File: config.mk
export PLATFORM = sky130hd
export DESIGN_NAME = paid_cell
export DESIGN_NICKNAME = d
export VERILOG_FILES = /design/src/hw/rtl/paid_pkg.sv /design/src/hw/rtl/paid_cell.sv
export SDC_FILE = /design/constraint.sdc
export NUM_CORES = 1
export LEC_CHECK = 0
export BUFFER_PORTS_ARGS = -buffer_cell sky130_fd_sc_hd__buf_2
export CAP_MARGIN = 20
export CORE_MARGIN = 4
export CORE_UTILIZATION = 35
export CTS_CLUSTER_SIZE = 16
export DETAILED_ROUTE_END_ITERATION = 6
export HOLD_SLACK_MARGIN = 0.05
export PLACE_DENSITY_LB_ADDON = 0.3
export SYNTH_ARGS = -nofsm -noshare
export SYNTH_HDL_FRONTEND = slang
export SYNTH_SLANG_ARGS = --single-unit
File: constraint.sdc
create_clock -name clk_i -period 2 [get_ports clk_i]
set_input_delay 0.1 -clock clk_i [delete_from_list [all_inputs] [get_ports clk_i]]
set_output_delay 0.1 -clock clk_i [all_outputs]
set_load 0.02 [all_outputs]
File: src/hw/rtl/paid_pkg.sv
// Shared types and codes for the positional insert/delete list.
// No dependencies; used by paid_cell and positional_array_insert_delete.
`default_nettype none

package paid_pkg;

  localparam logic [1:0] MODE_READ = 2'd0;
  localparam logic [1:0] MODE_INS  = 2'd1;
  localparam logic [1:0] MODE_DEL  = 2'd2;

  localparam logic [1:0] STAT_OK     = 2'd0;
  localparam logic [1:0] STAT_BADPOS = 2'd1;
  localparam logic [1:0] STAT_FULL   = 2'd2;
  localparam logic [1:0] STAT_EMPTY  = 2'd3;

  typedef enum logic [1:0] {
    CELL_HOLD,
    CELL_INS,
    CELL_DEL,
    CELL_ROT
  } cell_op_e;

  typedef struct packed {
    cell_op_e           op;
    logic signed [31:0] value;
  } cell_cmd_t;

endpackage

`default_nettype wire

File: src/hw/rtl/paid_cell.sv
// One storage cell of the list chain; holds a single entry.
// Depends on paid_pkg for the broadcast command.
`default_nettype none

module paid_cell #(
  parameter int unsigned CW  = 7,
  parameter int unsigned IDX = 0
) (
  input  wire                      clk_i,
  input  wire paid_pkg::cell_cmd_t cmd_i,
  input  wire  [CW-1:0]            pos_idx_i,
  input  wire  [CW-1:0]            last_idx_i,
  input  wire  signed [31:0]       left_i,
  input  wire  signed [31:0]       right_i,
  input  wire  signed [31:0]       wrap_i,
  output logic signed [31:0]       data_o
);

  localparam logic [CW-1:0] MyIdx = CW'(IDX);

  logic signed [31:0] data_q, data_d;

  always_comb begin
    data_d = data_q;
    case (cmd_i.op)
      paid_pkg::CELL_INS: begin
        if (MyIdx == pos_idx_i) data_d = cmd_i.value;
        else if (MyIdx > pos_idx_i) data_d = left_i;
      end
      paid_pkg::CELL_DEL: begin
        if (MyIdx >= pos_idx_i) data_d = right_i;
      end
      paid_pkg::CELL_ROT: begin
        if (MyIdx < last_idx_i) data_d = right_i;
        else if (MyIdx == last_idx_i) data_d = wrap_i;
      end
      default: ;
    endcase
  end

  always_ff @(posedge clk_i) begin
    data_q <= data_d;
  end

  assign data_o = data_q;

endmodule

`default_nettype wire

==> results_dict.tcl <==
set metrics [dict create \
    synth.top_cell.area_share 0.344 \
    antenna_violating_nets_left 0 \
    setup_viol 0 \
    outcome "complete, no violations" \
    vias 2910 \
    tritoncts.num_buffers 5 \
    ir_drop_v 0.000251 \
    post_synth_mux_area_share 0 \
    final_min_period_over_clock_period 0.773 \
    initial_utilization 0.361 \
    n_fill_cell 736 \
    path_class "in2reg" \
    post_cts_hold_buffer_count 0 \
    detailed_place_hpwl_um 6760 \
    yosysTopAreaCell "sky130_fd_sc_hd__edfxtp_1" \
    detail_route.drc_violations 0 \
    cp_data_arrival_time_ns 1.56 \
    postSynthNetCount 415 \
    die_area_um2 9470 \
    ioPinCount 177 \
    finalInstanceArea_um2 3860 \
    path_clk_slew_ns 0.07 \
    die_h_um 97.3 \
    crit_fanout 32 \
    grt_max_degree 48 \
    dr.first_iter.drc_count 131 \
    die_w_um 97.3 \
    overall_overflow_remaining_after_global_route 0 \
    timing.hold.worst.class "in2reg" \
    cts-resized-gates 0 \
    diodes 0 \
    place.detailed.instances 527 \
    max-slew-margin-rel 0.611 \
    drtPass1Iterations 4 \
    hold_viol_final 0 \
    post_synth_num_cell_types 22 \
    finalWeightedCongestion 0.809 \
    grt_usage 0.185 \
    drv_slew 0 \
    cts-root-to-sink-buffers 2 \
    synth_top_family_by_area "simple AND/OR/NAND/NOR gates" \
    drive_gt1_frac 0.563 \
    seq_area_frac_synth 0.344 \
    worst_setup_sp_type "primary input" \
    fp-row-count 32 \
    maxClockFrequency_mhz 647 \
    instances_no_fill 534 \
    warnings_synthesis 0 \
    crit_required_ns 2.01 \
    synth_compound_gate_area_share 0.265 \
    timing.setup.tns_ns 0 \
    synth_area_per_cell_um2 10.3 \
    cts_num_sinks 32 \
    synth_xor_area_frac 0 \
    finish.net_count 577 \
    route.detailed.vias_per_inst 5.45 \
    numPortBuffers 176 \
    final_critical_path_setup_slack_ns 0.454 \
    static_leakage_nw 1.51 \
    clock_tree.htree_level_count 2 \
    tritoncts "done" \
    grt_setup_unrepaired "no" \
    route.final.wire_length_um 9290 \
    grt_first_pass_wirelength_um 14500 \
    vias_in_the_first_global_route 3048 \
    pre_cts_slack_ns 0.167 \
    max_slew.worst_pin.slew_ns 0.584 \
    syn2layout_area_growth_pct 38.3 \
    power.total_mw 1.82 \
    power.density_nw_per_um2 471 \
    post-cts-setup-buffers 0 \
    root_buffer "sky130_fd_sc_hd__clkbuf_8" \
    postSynthCellCount 270 \
    synth_area_leaders "sky130_fd_sc_hd__edfxtp_1, sky130_fd_sc_hd__nor4b_2, sky130_fd_sc_hd__a211oi_1, sky130_fd_sc_hd__nand2b_1, sky130_fd_sc_hd__a21oi_1" \
    avgRoutedWirePerCell_um 17.4 \
    largest_reg_flops 32 \
    synth.cell_area_um2 2790 \
    worst_setup_path_end_kind "register" \
    core_area_um2 7730 \
    post_dp_cell_area_um2 3780 \
    postSynthRegisterBits 32 \
    antenna_violations_before_repair 0 \
    worstHoldPathCells 3 \
    synth-adder-area-share 0.00359 \
    finalWorstPathRequiredPeriod_ns 1.55 \
    number_of_maximum_capacitance_constraint_violations 0 \
    synth-simple-area-share 0.316 \
]
[power breakdown]
group	internal (mW)	leakage, nW	switching (mW)
Clock	0.236	0.0410	0.234
Combinational	0.241	1.17	0.292
Sequential	0.802	0.306	0.0129
[logic make-up after synthesis]
logic type,after synthesis
flops,32
fa+ha+maj,1
compound gates,96
simple gates,103
buf+inv,38
[synth_stat cells]
library cell,n
sky130_fd_sc_hd__nor4_2,1
sky130_fd_sc_hd__nand2b_1,32
sky130_fd_sc_hd__a21oi_1,32
sky130_fd_sc_hd__or4_4,1
sky130_fd_sc_hd__nor4b_2,30
sky130_fd_sc_hd__a2111oi_0,12
sky130_fd_sc_hd__nor4b_4,1
sky130_fd_sc_hd__nor3_2,1
sky130_fd_sc_hd__or4b_1,1
sky130_fd_sc_hd__and2_0,1
sky130_fd_sc_hd__buf_2,13
sky130_fd_sc_hd__buf_6,4
sky130_fd_sc_hd__a2111oi_2,7
sky130_fd_sc_hd__nor4_4,1
sky130_fd_sc_hd__a2111oi_1,13
sky130_fd_sc_hd__clkbuf_1,19
sky130_fd_sc_hd__maj3_1,1
sky130_fd_sc_hd__edfxtp_1,32
sky130_fd_sc_hd__buf_4,2
sky130_fd_sc_hd__nor2_1,32
sky130_fd_sc_hd__a211oi_1,32
sky130_fd_sc_hd__nor4b_1,2
[per-layer routing]
layer	GRT usage	routed length (um)
met5	0	0
met3	0.0474	725
met1	0.221	3610
met4	0.0682	155
met2	0.322	4800
[placed cells by master, fill, tap and decap left out]
master	count
sky130_fd_sc_hd__buf_2	175
sky130_fd_sc_hd__nor2_1	32
sky130_fd_sc_hd__a211oi_1	32
sky130_fd_sc_hd__nand2b_1	32
sky130_fd_sc_hd__a21oi_1	32
sky130_fd_sc_hd__edfxtp_1	32
sky130_fd_sc_hd__nor4b_2	29
sky130_fd_sc_hd__buf_4	16
sky130_fd_sc_hd__a2111oi_1	13
sky130_fd_sc_hd__a2111oi_0	12
sky130_fd_sc_hd__a2111oi_2	7
sky130_fd_sc_hd__clkbuf_8	5
sky130_fd_sc_hd__nor4_4	2
sky130_fd_sc_hd__nor4b_4	2
sky130_fd_sc_hd__nor4b_1	2
sky130_fd_sc_hd__buf_12	2
sky130_fd_sc_hd__nor3_4	1
sky130_fd_sc_hd__and2_1	1
sky130_fd_sc_hd__or4_4	1
sky130_fd_sc_hd__or4b_2	1
sky130_fd_sc_hd__maj3_2	1
sky130_fd_sc_hd__clkinv_2	1
sky130_fd_sc_hd__clkbuf_1	1
[worst paths after layout]
kind	slack, ns	end	start
hold / removal	0.24	data_o[26]	cmd_i[26]
setup / recovery	0.45	data_o[21]	last_idx_i[6]
[critical path, cell delays in order]
cell and delay (ns):
sky130_fd_sc_hd__buf_2 0.12, sky130_fd_sc_hd__or4b_2 0.71, sky130_fd_sc_hd__buf_12 0.22, sky130_fd_sc_hd__nor4b_1 0.29, sky130_fd_sc_hd__a2111oi_0 0.11
[area by class of cell]
type                    count  area, um2  area share
multi-input cells         200       1660       0.430
repair buffers            193       1040       0.268
flip-flops and latches     32        961       0.249
well taps                 102        128      0.0331
clock buffers               6       72.6      0.0188
clock inverters             1       5.00     0.00130
[stage by stage]
stage	utilization	hold slack, ns
2_1_floorplan	-	0.413
3_3_place_gp	0.490	0.530
3_5_place_dp	0.490	0.528
4_1_cts	0.500	0.231
5_1_grt	0.500	0.228
6_report	0.500	0.239
Power figures use the tool's default switching activity.
